--- src/acp_pkg.sv ---
// ----------------------------------------------------------------------------
// acp_pkg
// Shared types and constants for the alphabet code 3-bit packer.
// ----------------------------------------------------------------------------
package acp_pkg;

    localparam int CHARS_W     = 56;
    localparam int LENGTH_W    = 3;
    localparam int CODE_W      = 3;
    localparam int BYTE_W      = 8;
    localparam int CFG_INDEX_W = 2;

    localparam logic [CFG_INDEX_W-1:0] CFG_IDX_CHARS  = 2'd0;
    localparam logic [CFG_INDEX_W-1:0] CFG_IDX_LENGTH = 2'd1;

    localparam logic MODE_DATA  = 1'b0;
    localparam logic MODE_FLUSH = 1'b1;

    localparam logic [BYTE_W-1:0] PAD_BYTE = 8'hff;

    // right shift of a code placed at the top of a byte, per slot
    localparam logic [2:0] SLOT_SHIFT [8] = '{3'd0, 3'd3, 3'd6, 3'd1,
                                              3'd4, 3'd7, 3'd2, 3'd5};

    // ones filled into the unused low bits on flush, per slot
    localparam logic [BYTE_W-1:0] FLUSH_FILL [8] = '{8'h00, 8'h1f, 8'h03, 8'h7f,
                                                     8'h0f, 8'h01, 8'h3f, 8'h07};

    typedef struct packed {
        logic              flush;
        logic [CODE_W-1:0] code;
    } acp_entry_t;

endpackage

--- src/acp_front.sv ---
// ----------------------------------------------------------------------------
// acp_front
// Holds the alphabet registers, looks each byte up and queues its code.
// ----------------------------------------------------------------------------
module acp_front #(
    parameter int ALPHABET_SIZE = 7
) (
    input  logic                               clk,
    input  logic                               rst_n,
    input  logic                               cfg_valid,
    output logic                               cfg_ready,
    input  logic [acp_pkg::CFG_INDEX_W-1:0]    cfg_index,
    input  logic [acp_pkg::CHARS_W-1:0]        cfg_data,
    input  logic                               in_valid,
    output logic                               in_stall,
    input  logic                               mode,
    input  logic [acp_pkg::BYTE_W-1:0]         data_byte,
    input  logic                               q_full,
    output logic                               push,
    output acp_pkg::acp_entry_t                push_entry
);
    import acp_pkg::*;

    localparam logic [LENGTH_W-1:0] SIZE_LIMIT = LENGTH_W'(ALPHABET_SIZE);

    logic [CHARS_W-1:0]  chars_reg;
    logic [LENGTH_W-1:0] length_reg;
    logic [CODE_W-1:0]   prev_code_reg;
    logic [CODE_W-1:0]   prev_code_next;
    logic [LENGTH_W-1:0] limit;
    logic                hit;
    logic [CODE_W-1:0]   hit_code;
    logic [CODE_W-1:0]   code;

    assign cfg_ready = 1'b1;
    assign in_stall  = q_full;
    assign push      = in_valid && !q_full;

    always_ff @(posedge clk or negedge rst_n)
    begin
        if (!rst_n)
        begin
            chars_reg  <= '0;
            length_reg <= '0;
        end
        else if (cfg_valid && cfg_ready)
        begin
            if (cfg_index == CFG_IDX_CHARS)
            begin
                chars_reg <= cfg_data;
            end
            else if (cfg_index == CFG_IDX_LENGTH)
            begin
                length_reg <= cfg_data[LENGTH_W-1:0];
            end
        end
    end

    // first match wins: scan from the top so the lowest index overrides
    always_comb
    begin
        limit    = (length_reg > SIZE_LIMIT) ? SIZE_LIMIT : length_reg;
        hit      = 1'b0;
        hit_code = '0;
        for (int i = ALPHABET_SIZE - 1; i >= 0; i--)
        begin
            if ((CODE_W'(i) < limit) && (chars_reg[BYTE_W*i +: BYTE_W] == data_byte))
            begin
                hit      = 1'b1;
                hit_code = CODE_W'(i);
            end
        end
    end

    assign code             = hit ? hit_code : prev_code_reg;
    assign push_entry.flush = (mode == MODE_FLUSH);
    assign push_entry.code  = code;

    always_comb
    begin
        prev_code_next = prev_code_reg;
        if (push)
        begin
            prev_code_next = (mode == MODE_FLUSH) ? '0 : code;
        end
    end

    always_ff @(posedge clk or negedge rst_n)
    begin
        if (!rst_n)
        begin
            prev_code_reg <= '0;
        end
        else
        begin
            prev_code_reg <= prev_code_next;
        end
    end

endmodule

--- src/acp_queue.sv ---
// ----------------------------------------------------------------------------
// acp_queue
// Short first-in first-out queue of classified requests.
// ----------------------------------------------------------------------------
module acp_queue #(
    parameter int DEPTH = 4
) (
    input  logic                  clk,
    input  logic                  rst_n,
    input  logic                  push,
    input  acp_pkg::acp_entry_t   push_entry,
    input  logic                  pop,
    output acp_pkg::acp_entry_t   head_entry,
    output logic                  q_full,
    output logic                  q_empty,
    output logic [$clog2(DEPTH+1)-1:0] q_count
);
    import acp_pkg::*;

    localparam int PTR_W = (DEPTH > 1) ? $clog2(DEPTH) : 1;
    localparam int CNT_W = $clog2(DEPTH + 1);
    localparam logic [PTR_W-1:0] LAST_PTR  = PTR_W'(DEPTH - 1);
    localparam logic [CNT_W-1:0] FULL_CNT  = CNT_W'(DEPTH);

    acp_entry_t       mem_reg [DEPTH];
    logic [PTR_W-1:0] wr_ptr_reg;
    logic [PTR_W-1:0] wr_ptr_next;
    logic [PTR_W-1:0] rd_ptr_reg;
    logic [PTR_W-1:0] rd_ptr_next;
    logic [CNT_W-1:0] count_reg;
    logic [CNT_W-1:0] count_next;

    assign q_full     = (count_reg == FULL_CNT);
    assign q_empty    = (count_reg == '0);
    assign q_count    = count_reg;
    assign head_entry = mem_reg[rd_ptr_reg];

    always_comb
    begin
        wr_ptr_next = wr_ptr_reg;
        rd_ptr_next = rd_ptr_reg;
        count_next  = count_reg;
        if (push)
        begin
            wr_ptr_next = (wr_ptr_reg == LAST_PTR) ? '0 : wr_ptr_reg + 1'b1;
        end
        if (pop)
        begin
            rd_ptr_next = (rd_ptr_reg == LAST_PTR) ? '0 : rd_ptr_reg + 1'b1;
        end
        if (push && !pop)
        begin
            count_next = count_reg + 1'b1;
        end
        else if (pop && !push)
        begin
            count_next = count_reg - 1'b1;
        end
    end

    always_ff @(posedge clk or negedge rst_n)
    begin
        if (!rst_n)
        begin
            wr_ptr_reg <= '0;
            rd_ptr_reg <= '0;
            count_reg  <= '0;
        end
        else
        begin
            wr_ptr_reg <= wr_ptr_next;
            rd_ptr_reg <= rd_ptr_next;
            count_reg  <= count_next;
        end
    end

    always_ff @(posedge clk)
    begin
        if (push)
        begin
            mem_reg[wr_ptr_reg] <= push_entry;
        end
    end

endmodule

--- src/acp_back.sv ---
// ----------------------------------------------------------------------------
// acp_back
// Packs queued codes into bytes and emits flush padding through an
// output register.
// ----------------------------------------------------------------------------
module acp_back (
    input  logic                        clk,
    input  logic                        rst_n,
    input  logic                        q_empty,
    input  acp_pkg::acp_entry_t         head_entry,
    output logic                        pop,
    output logic                        out_valid,
    input  logic                        out_stall,
    output logic [acp_pkg::BYTE_W-1:0]  packed_byte,
    output logic                        last,
    output logic                        stream_done
);
    import acp_pkg::*;

    logic [2:0]        slot_reg;
    logic [2:0]        slot_next;
    logic [BYTE_W-1:0] partial_reg;
    logic [BYTE_W-1:0] partial_next;
    logic              pend_reg;
    logic              pend_next;
    logic              out_valid_reg;
    logic              out_valid_next;
    logic [BYTE_W-1:0] byte_reg;
    logic [BYTE_W-1:0] byte_next;
    logic              last_reg;
    logic              last_next;
    logic              done_reg;
    logic              done_next;
    logic              can_load;
    logic [BYTE_W-1:0] top;
    logic [BYTE_W-1:0] merged;

    assign can_load = !out_valid_reg || !out_stall;
    assign top      = {head_entry.code, 5'b0};
    assign merged   = partial_reg | (top >> SLOT_SHIFT[slot_reg]);

    always_comb
    begin
        slot_next      = slot_reg;
        partial_next   = partial_reg;
        pend_next      = pend_reg;
        out_valid_next = out_valid_reg;
        byte_next      = byte_reg;
        last_next      = last_reg;
        done_next      = done_reg;
        pop            = 1'b0;
        if (can_load)
        begin
            out_valid_next = 1'b0;
            if (pend_reg)
            begin
                // second flush byte
                out_valid_next = 1'b1;
                byte_next      = PAD_BYTE;
                last_next      = 1'b1;
                done_next      = 1'b1;
                pend_next      = 1'b0;
            end
            else if (!q_empty)
            begin
                pop = 1'b1;
                if (head_entry.flush)
                begin
                    out_valid_next = 1'b1;
                    done_next      = 1'b1;
                    slot_next      = '0;
                    partial_next   = '0;
                    if (slot_reg == 3'd0)
                    begin
                        byte_next = PAD_BYTE;
                        last_next = 1'b1;
                    end
                    else
                    begin
                        byte_next = partial_reg | FLUSH_FILL[slot_reg];
                        pend_next = (slot_reg inside {3'd2, 3'd5});
                        last_next = !(slot_reg inside {3'd2, 3'd5});
                    end
                end
                else
                begin
                    slot_next = slot_reg + 3'd1;
                    case (slot_reg)
                        3'd2:
                        begin
                            out_valid_next = 1'b1;
                            partial_next   = {head_entry.code[0], 7'b0};
                        end
                        3'd5:
                        begin
                            out_valid_next = 1'b1;
                            partial_next   = {head_entry.code[1:0], 6'b0};
                        end
                        3'd7:
                        begin
                            out_valid_next = 1'b1;
                            partial_next   = '0;
                        end
                        default:
                        begin
                            partial_next = merged;
                        end
                    endcase
                    byte_next = merged;
                    last_next = 1'b1;
                    done_next = 1'b0;
                end
            end
        end
    end

    always_ff @(posedge clk or negedge rst_n)
    begin
        if (!rst_n)
        begin
            slot_reg      <= '0;
            partial_reg   <= '0;
            pend_reg      <= 1'b0;
            out_valid_reg <= 1'b0;
        end
        else
        begin
            slot_reg      <= slot_next;
            partial_reg   <= partial_next;
            pend_reg      <= pend_next;
            out_valid_reg <= out_valid_next;
        end
    end

    always_ff @(posedge clk)
    begin
        byte_reg <= byte_next;
        last_reg <= last_next;
        done_reg <= done_next;
    end

    assign out_valid   = out_valid_reg;
    assign packed_byte = byte_reg;
    assign last        = last_reg;
    assign stream_done = done_reg;

endmodule

--- src/alphabet_code_3bit_packer.sv ---
// ----------------------------------------------------------------------------
// alphabet_code_3bit_packer
// Maps bytes to 3-bit alphabet codes and packs them eight codes to three bytes.
// ----------------------------------------------------------------------------
// The input side takes one request per cycle while the queue (QUEUE_DEPTH
// entries) has room; the lookup is a parallel compare against the alphabet.
// The packer drains one queued request per cycle into a registered output
// while the output is not stalled and no 0xFF terminator is pending: a data
// request gives a byte on every third, sixth and eighth code of a group, and
// a flush at slot 2 or 5 sends the padded byte and then 0xFF. The queue lets
// new requests enter while a result waits in the output register.
// Configuration writes are always ready and take effect on the next cycle.
module alphabet_code_3bit_packer #(
    parameter int ALPHABET_SIZE = 7,
    parameter int QUEUE_DEPTH   = 4
) (
    input  logic                               clk,
    input  logic                               rst_n,
    input  logic                               cfg_valid,
    output logic                               cfg_ready,
    input  logic [acp_pkg::CFG_INDEX_W-1:0]    cfg_index,
    input  logic [acp_pkg::CHARS_W-1:0]        cfg_data,
    input  logic                               in_valid,
    output logic                               in_stall,
    input  logic                               mode,
    input  logic [acp_pkg::BYTE_W-1:0]         data_byte,
    output logic                               out_valid,
    input  logic                               out_stall,
    output logic [acp_pkg::BYTE_W-1:0]         packed_byte,
    output logic                               last,
    output logic                               stream_done
);
    import acp_pkg::*;

    localparam int CNT_W = $clog2(QUEUE_DEPTH + 1);

    logic             q_full;
    logic             q_empty;
    logic             push;
    logic             pop;
    acp_entry_t       push_entry;
    acp_entry_t       head_entry;
    logic [CNT_W-1:0] q_count;

    acp_front #(
        .ALPHABET_SIZE (ALPHABET_SIZE)
    ) u_front (
        .clk        (clk),
        .rst_n      (rst_n),
        .cfg_valid  (cfg_valid),
        .cfg_ready  (cfg_ready),
        .cfg_index  (cfg_index),
        .cfg_data   (cfg_data),
        .in_valid   (in_valid),
        .in_stall   (in_stall),
        .mode       (mode),
        .data_byte  (data_byte),
        .q_full     (q_full),
        .push       (push),
        .push_entry (push_entry)
    );

    acp_queue #(
        .DEPTH (QUEUE_DEPTH)
    ) u_queue (
        .clk        (clk),
        .rst_n      (rst_n),
        .push       (push),
        .push_entry (push_entry),
        .pop        (pop),
        .head_entry (head_entry),
        .q_full     (q_full),
        .q_empty    (q_empty),
        .q_count    (q_count)
    );

    acp_back u_back (
        .clk         (clk),
        .rst_n       (rst_n),
        .q_empty     (q_empty),
        .head_entry  (head_entry),
        .pop         (pop),
        .out_valid   (out_valid),
        .out_stall   (out_stall),
        .packed_byte (packed_byte),
        .last        (last),
        .stream_done (stream_done)
    );

    // data bytes are always the only result of their request
    assert property (@(posedge clk) disable iff (!rst_n)
        out_valid && !stream_done |-> last)
        else $error("data byte without last");

    // queue never overfills and never pops empty
    assert property (@(posedge clk) disable iff (!rst_n)
        q_count <= CNT_W'(QUEUE_DEPTH) && !(pop && q_empty))
        else $error("queue occupancy out of range");

    // a flush byte that is not last is followed by the 0xff terminator
    assert property (@(posedge clk) disable iff (!rst_n)
        out_valid && !out_stall && stream_done && !last
        |=> out_valid && stream_done && last && packed_byte == PAD_BYTE)
        else $error("missing terminator byte after flush");

endmodule
--- config.mk ---
export PLATFORM = sky130hd
export DESIGN_NAME = alphabet_code_3bit_packer
export DESIGN_NICKNAME = d
export VERILOG_FILES = /design/src/acp_pkg.sv /design/src/acp_front.sv /design/src/acp_queue.sv /design/src/acp_back.sv /design/src/alphabet_code_3bit_packer.sv
export SDC_FILE = /design/constraint.sdc
export NUM_CORES = 1
export LEC_CHECK = 0
export BUFFER_PORTS_ARGS = -buffer_cell sky130_fd_sc_hd__buf_2
export CAP_MARGIN = 20
export CORE_MARGIN = 2
export CORE_UTILIZATION = 40
export CTS_CLUSTER_SIZE = 12
export DETAILED_ROUTE_END_ITERATION = 7
export SYNTH_ARGS = -nofsm -noshare
export SYNTH_HDL_FRONTEND = slang
export SYNTH_SLANG_ARGS = --single-unit
--- constraint.sdc ---
create_clock -name clk -period 4.89 [get_ports clk]
set_clock_uncertainty 0.05 [all_clocks]
set_input_delay 0.978 -clock clk [delete_from_list [all_inputs] [get_ports clk]]
set_output_delay 0.978 -clock clk [all_outputs]
set_load 0.01 [all_outputs]
=== After elaboration in Yosys (flattened, before gate mapping) ===
Memories as Yosys holds them, arrays and structs flattened.
Cells that the tools add are included.

* Logic and storage cells: 128
* Output and inout port bits: 13
* Memories: 3
* Bits in writable memories: 16
* Register bits: 92
* ROM bits: 88
* Bits of input ports: 72

{| class="wikitable"
|+ Memories
! memory !! words !! width !! read ports !! clocked after memory_dff !! write ports !! line !! RTL
|-
| (name not given) || 8 || 8 || 1 || 0 || 0 || acp_back.sv:80 || <nowiki>byte_next = partial_reg | FLUSH_FILL[slot_reg];</nowiki>
|-
| (name not given) || 8 || 3 || 1 || 0 || 0 || acp_back.sv:40 || <nowiki>assign merged = partial_reg | (top >> SLOT_SHIFT[slot_reg]);</nowiki>
|-
| u_queue.mem_reg || 4 || 4 || 1 || 0 || 1 || acp_queue.sv:25 || <nowiki>acp_entry_t mem_reg [DEPTH];</nowiki>
|}

* Reductions and logical operators: 27
* $add $sub $neg: 5
* Bitwise logic cells: 6
* Muxes and demuxes: 49
* Order comparisons: 9
* Equality and inequality tests: 15
* Shifts and indexed selects: 1

{| class="wikitable"
|+ Operators by type and width
! kind !! count
|-
| 8-bit == test || 7
|-
| 8-bit 2-to-1 mux || 6
|-
| 3-bit 2-to-1 mux || 15
|-
| 1-bit 2-to-1 mux || 25
|-
| 8-bit case mux with 3 select lines || 1
|-
| 8-bit OR || 2
|-
| 1-bit logical AND || 10
|-
| 3-bit == test, second input constant || 3
|-
| 3-bit < comparator, first input constant || 3
|-
| 8-bit by 3-bit >> shifter with 8-bit output || 1
|-
| 3-bit by 1-bit adder with 3-bit output, second input constant || 2
|-
| 1-bit zero test || 6
|-
| 3-bit zero test || 2
|-
| 1-bit by 3-bit < comparator with 1-bit output, first input constant || 2
|-
| 2-bit by 3-bit < comparator with 1-bit output, first input constant || 2
|-
| 3-bit AND reduction || 2
|-
| 2-bit by 1-bit adder with 2-bit output, second input constant || 2
|-
| 2-bit == test, second input constant || 2
|-
| 4-bit >= comparator, second input constant || 1
|-
| 2-bit 2-to-1 mux || 2
|-
| 3-bit NOT with 4-bit output || 1
|-
| 2-bit AND reduction || 2
|-
| 2-bit nonzero test || 2
|-
| 3-bit by 2-bit == test with 1-bit output, second input constant || 1
|-
| other kinds (8) || 10
|}

=== Longest topological paths before layout ===
* Word-level depth: 13
* Mapped depth: 10
* Gate-level depth less buffers: 9

=== Cells and area by module ===
Synthesis repeated with hierarchy kept, for this count alone.

* Cells, all modules: 453
* Area, all modules: 5642.9 um2

{| class="wikitable"
|+ By module, submodules not included
! module !! seq. area each (um2) !! cells each !! area each (um2) !! times used
|-
| acp_front || 1551.5 || 255 || 3228.1 || 1
|-
| acp_back || 625.6 || 140 || 1420.1 || 1
|-
| acp_queue || 655.6 || 58 || 994.7 || 1
|}

=== Least setup slack after synthesis ===
Ideal clock, no wire load.

* Kind: input-to-reg
* From: input port out_stall
* To: register u_queue.count_reg[1] (netlist: u_queue.q_count[1])
* Data required time: 4.715 ns
* Data arrival time: 2.709 ns
* Library setup time: 0.125 ns
* Path buffers: 1
* Stages on the path: 8
* Slack: 2.006 ns
* Path through: a21oi_1 nor2b_1 inv_1 clkbuf_1 ha_1 inv_1 fa_1 mux2_2

* Word-level cells in the longest chain between the ends: 6
* Elaborated cells on any way between the ends: 8
* Those cells by class: mux: 2; reduce/logical: 6

{| class="wikitable"
|+ Ends and longest elaborated chain
! what !! line !! RTL
|-
| from (decl) || alphabet_code_3bit_packer.sv:28 || <nowiki>input logic out_stall,</nowiki>
|-
| 1-bit zero test || acp_back.sv:38 || <nowiki>assign can_load = !out_valid_reg || !out_stall;</nowiki>
|-
| 1-bit logical OR || acp_back.sv:38 ||
|-
| 1-bit 2-to-1 mux || acp_back.sv:52 || <nowiki>if (can_load)</nowiki>
|-
| 1-bit zero test || acp_queue.sv:51 || <nowiki>if (push && !pop)</nowiki>
|-
| 1-bit logical AND || acp_queue.sv:51 ||
|-
| 3-bit 2-to-1 mux || acp_queue.sv:51 ||
|-
| via u_queue.count_next[1] || acp_queue.sv:31 || <nowiki>logic [CNT_W-1:0] count_next;</nowiki>
|-
| to (signal assigned) || acp_queue.sv:73 || <nowiki>count_reg <= count_next;</nowiki>
|-
| to (decl) || acp_queue.sv:30 || <nowiki>logic [CNT_W-1:0] count_reg;</nowiki>
|}

The timed path passes the listed nets, and every way through them passes these cells.
A chain may end at the register's enable or synchronous reset.

=== Final worst setup path ===
Same ends and word-level chain as after synthesis.

==> reports/results.tsv <==
stage	metric	value	unit
floorplanning	die height	121	um
cts	clk_lat worst skew	0.35	ns
run_status	status	complete, no violations	
timing	Hold Vio Cnt, Final	0	
synth	top_reg_cell synth	dfrtp_1	
cts	H-tree levels	3	
critical_path	Critical Path Source	out_stall	
drt	Post-Route WL	11300	um
synth	FFs w/ async S/R, synth	0.759	
power	sequential power share	0.430	
critical_path	Setup Crit Path Kind	in -> reg	
timing	Final Setup Violations	0	
floorplanning	core area	13300	sq um
cts	Post-CTS Hold Buffers	0	
critical_path	critical path capture point type	flop	
synth	Area contributors post-synth	dfrtp_1, edfxtp_1, mux2_2	
synth	syn_nets	527	
timing	post-route minimum period	2.90	ns
timing	Fmax	345	MHz
cells_and_area	nets	600	
critical_path	critical path arrival	3.08	ns
power	combinational power share	0.360	
power	Tot Pwr	3.22	mW
synth	top cell type's share of synthesized area	0.374	
critical_path	CP endpoint	u_queue.q_count[1]$_DFFE_PN0P_	
timing	Slew @ Worst Pin	0.714	ns
timing	Min Hold Slack	0.445	ns
min_path	Worst Hold Class	reg -> reg	
cells_and_area	synth-to-layout area growth	14.4	%
power	internal power	2.09	mW
critical_path	R2R depth	9	
synth	synthesized area per cell	12.4	sq um
power	clock share of power	0.210	
timing	Final Slew Violations	0	
place	DP HPWL	8360	um
place	count of port buffers added during placement	83	
synth	sequential area share after synthesis	0.516	
grt	vias in the first global route	3742	
critical_path	CP Data Required Time	5.07	ns
cts	clock root cell	clkbuf_16	
critical_path	r2r setup slk	2.10	ns
timing	post-route setup slack	1.99	ns
cells_and_area	Antenna Diode Count	0	
floorplanning	DIE WIDTH	121	um
place	Placer Congestion	0.869	
power	NetSw	1.13	mW
cts	CTS max path bufs	2	
place	Place WS	1.63	ns
synth	top cells by count, synth	dfrtp_1, mux2_2, xor2_1	
synth	Syn. warnings	0	
grt	first-pass GRT wire length	19100	um
timing	unrepaired setup endpoints after global routing	false	
drt	1st-pass router iterations	4	
timing	setup TNS	0	ns
power	leakage power	2.68	nW
grt	total gr overflow	0	
drt	via density per instance	5.15	
drt	WL/cell	16.3	um
cts	post-cts resize count	0	
critical_path	crit start category	input port	
drt	DRC errors left	0	
cells_and_area	fin util	0.470	
cts	clock slew at reported path FFs	0.07	ns
drt	1st-iter DRT viols	314	
synth	cells after synthesis	442	
cts	CTS tree	yes	
power	power density cells	513	nW/um^2
floorplanning	# IOs	85	
grt	pin count of the biggest net entering global routing	57	
power	Worst IR Drop VDD	0.000279	V
synth	Synth Cell Area	5490	sq um
critical_path	Worst R2R End	u_queue.q_count[2]$_DFFE_PN0P_	
synth	most instantiated library cell after synthesis	dfrtp_1	
critical_path	r2r startpoint	u_queue.q_count[0]$_DFFE_PN0P_	
floorplanning	row count	42	
cts	Post-CTS Setup Bufs	0	
cells_and_area	fill count	1272	
floorplanning	Initial Utilization	0.411	
power	switching portion of total power	0.352	
synth	synth unique cells	56	
floorplanning	die footprint	14700	sq um
cts	cts bufs inserted	9	
synth	Seq cells post-synth	108	
grt	initial antenna violation count	0	
critical_path	Max FO, Critical Path	17	
cells_and_area	max reg flops	56	
grt	Overall Global Routing Usage	0.168	
timing	relative slew slack	0.524	
cells_and_area	share of cells above drive strength 1	0.335	
timing	final period utilization	0.593	
cts	clk sink count	108	
synth	Yosys top cell by area	dfrtp_1	
synth	number of enable flip-flop cells after synthesis	26	
run	max cap viols	0	
drt	via count	3584	
drt	post-route ant nets	0	
cell families (layout without fill, tap and decap cells):
| group | count (synthesis) | count (layout) | share of synthesized area |
|---|---|---|---|
| and+or+nand+nor | 90 | 90 | 0.0843 |
| xor gates and xnor gates | 61 | 61 | 0.0973 |
| adders and majority gates | 13 | 13 | 0.0310 |
| AOI/OAI and AO/OA | 61 | 61 | 0.0755 |
| buffers and inverters | 36 | 114 | 0.0351 |
| muxes | 72 | 72 | 0.160 |
| DFF | 108 | 108 | 0.516 |
| other | 1 | 1 | 0.000683 |
through the flow:
step	area (sq um)	std cells
finish	6280	696
global placement	6010	680
detailed placement	6010	680
floorplan	5490	442
CTS	6280	696
global route	6280	696
critical path, cell delays in order:
cell,delay [ns]
buf_2,0.11
a21oi_1,0.15
nor2b_1,0.42
inv_1,0.37
ha_1,0.32
inv_1,0.07
fa_1,0.40
mux2_2,0.27
worst min path at each step:
stage                                         startpoint                                    to  slack, ns  depth (start not counted)
floorplan           u_front.prev_code_reg[1]$_DFFE_PN0P_  u_front.prev_code_reg[1]$_DFFE_PN0P_       0.40                          2
global placement    u_front.prev_code_reg[1]$_DFFE_PN0P_  u_front.prev_code_reg[1]$_DFFE_PN0P_       0.42                          2
detailed placement        u_queue.q_count[2]$_DFFE_PN0P_        u_queue.q_count[2]$_DFFE_PN0P_       0.43                          1
CTS                       u_queue.q_count[2]$_DFFE_PN0P_        u_queue.q_count[2]$_DFFE_PN0P_       0.44                          1
global route              u_queue.q_count[2]$_DFFE_PN0P_        u_queue.q_count[2]$_DFFE_PN0P_       0.47                          1
finish                    u_queue.q_count[2]$_DFFE_PN0P_        u_queue.q_count[2]$_DFFE_PN0P_       0.44                          1
power groups by stage:
stage / clock [mW] / combinational (mW) / sequential [mW]
after floorplan: 0 / 0.926 / 1.35
after global placement: 0 / 1.14 / 1.40
after detailed placement: 0 / 1.16 / 1.41
after CTS: 0.695 / 1.17 / 1.39
after global routing: 0.737 / 1.31 / 1.42
final: 0.677 / 1.16 / 1.38
cell usage in the layout, fill, tap and decap left out, types with 11 or more instances in the layout:
master	n
nor2_1	18
ha_1	12
inv_1	11
nand2_1	20
mux2_2	60
buf_2	82
dfrtp_1	82
xor2_1	34
a21oi_1	11
xnor2_1	27
edfxtp_1	26
o21ai_0	17
metal layers:
metal	routed length [um]	track usage	vias up
met4	296	0.0625	0
li1	-	-	1720
met3	684	0.0545	22
met2	5600	0.277	104
met1	4760	0.205	1738
met5	0	0	-
cell type report:
class,instances,area (sq um),share of cell area
Timing Repair Buffer,86,440,0.0701
Multi-Input combinational cell,298,2470,0.393
Inverter,12,45.0,0.00717
Clock buffer,12,248,0.0395
Tap cell,176,220,0.0351
Sequential cell,108,2830,0.451
Clock inverter,4,23.8,0.00379
Power figures use the tool's default switching activity.
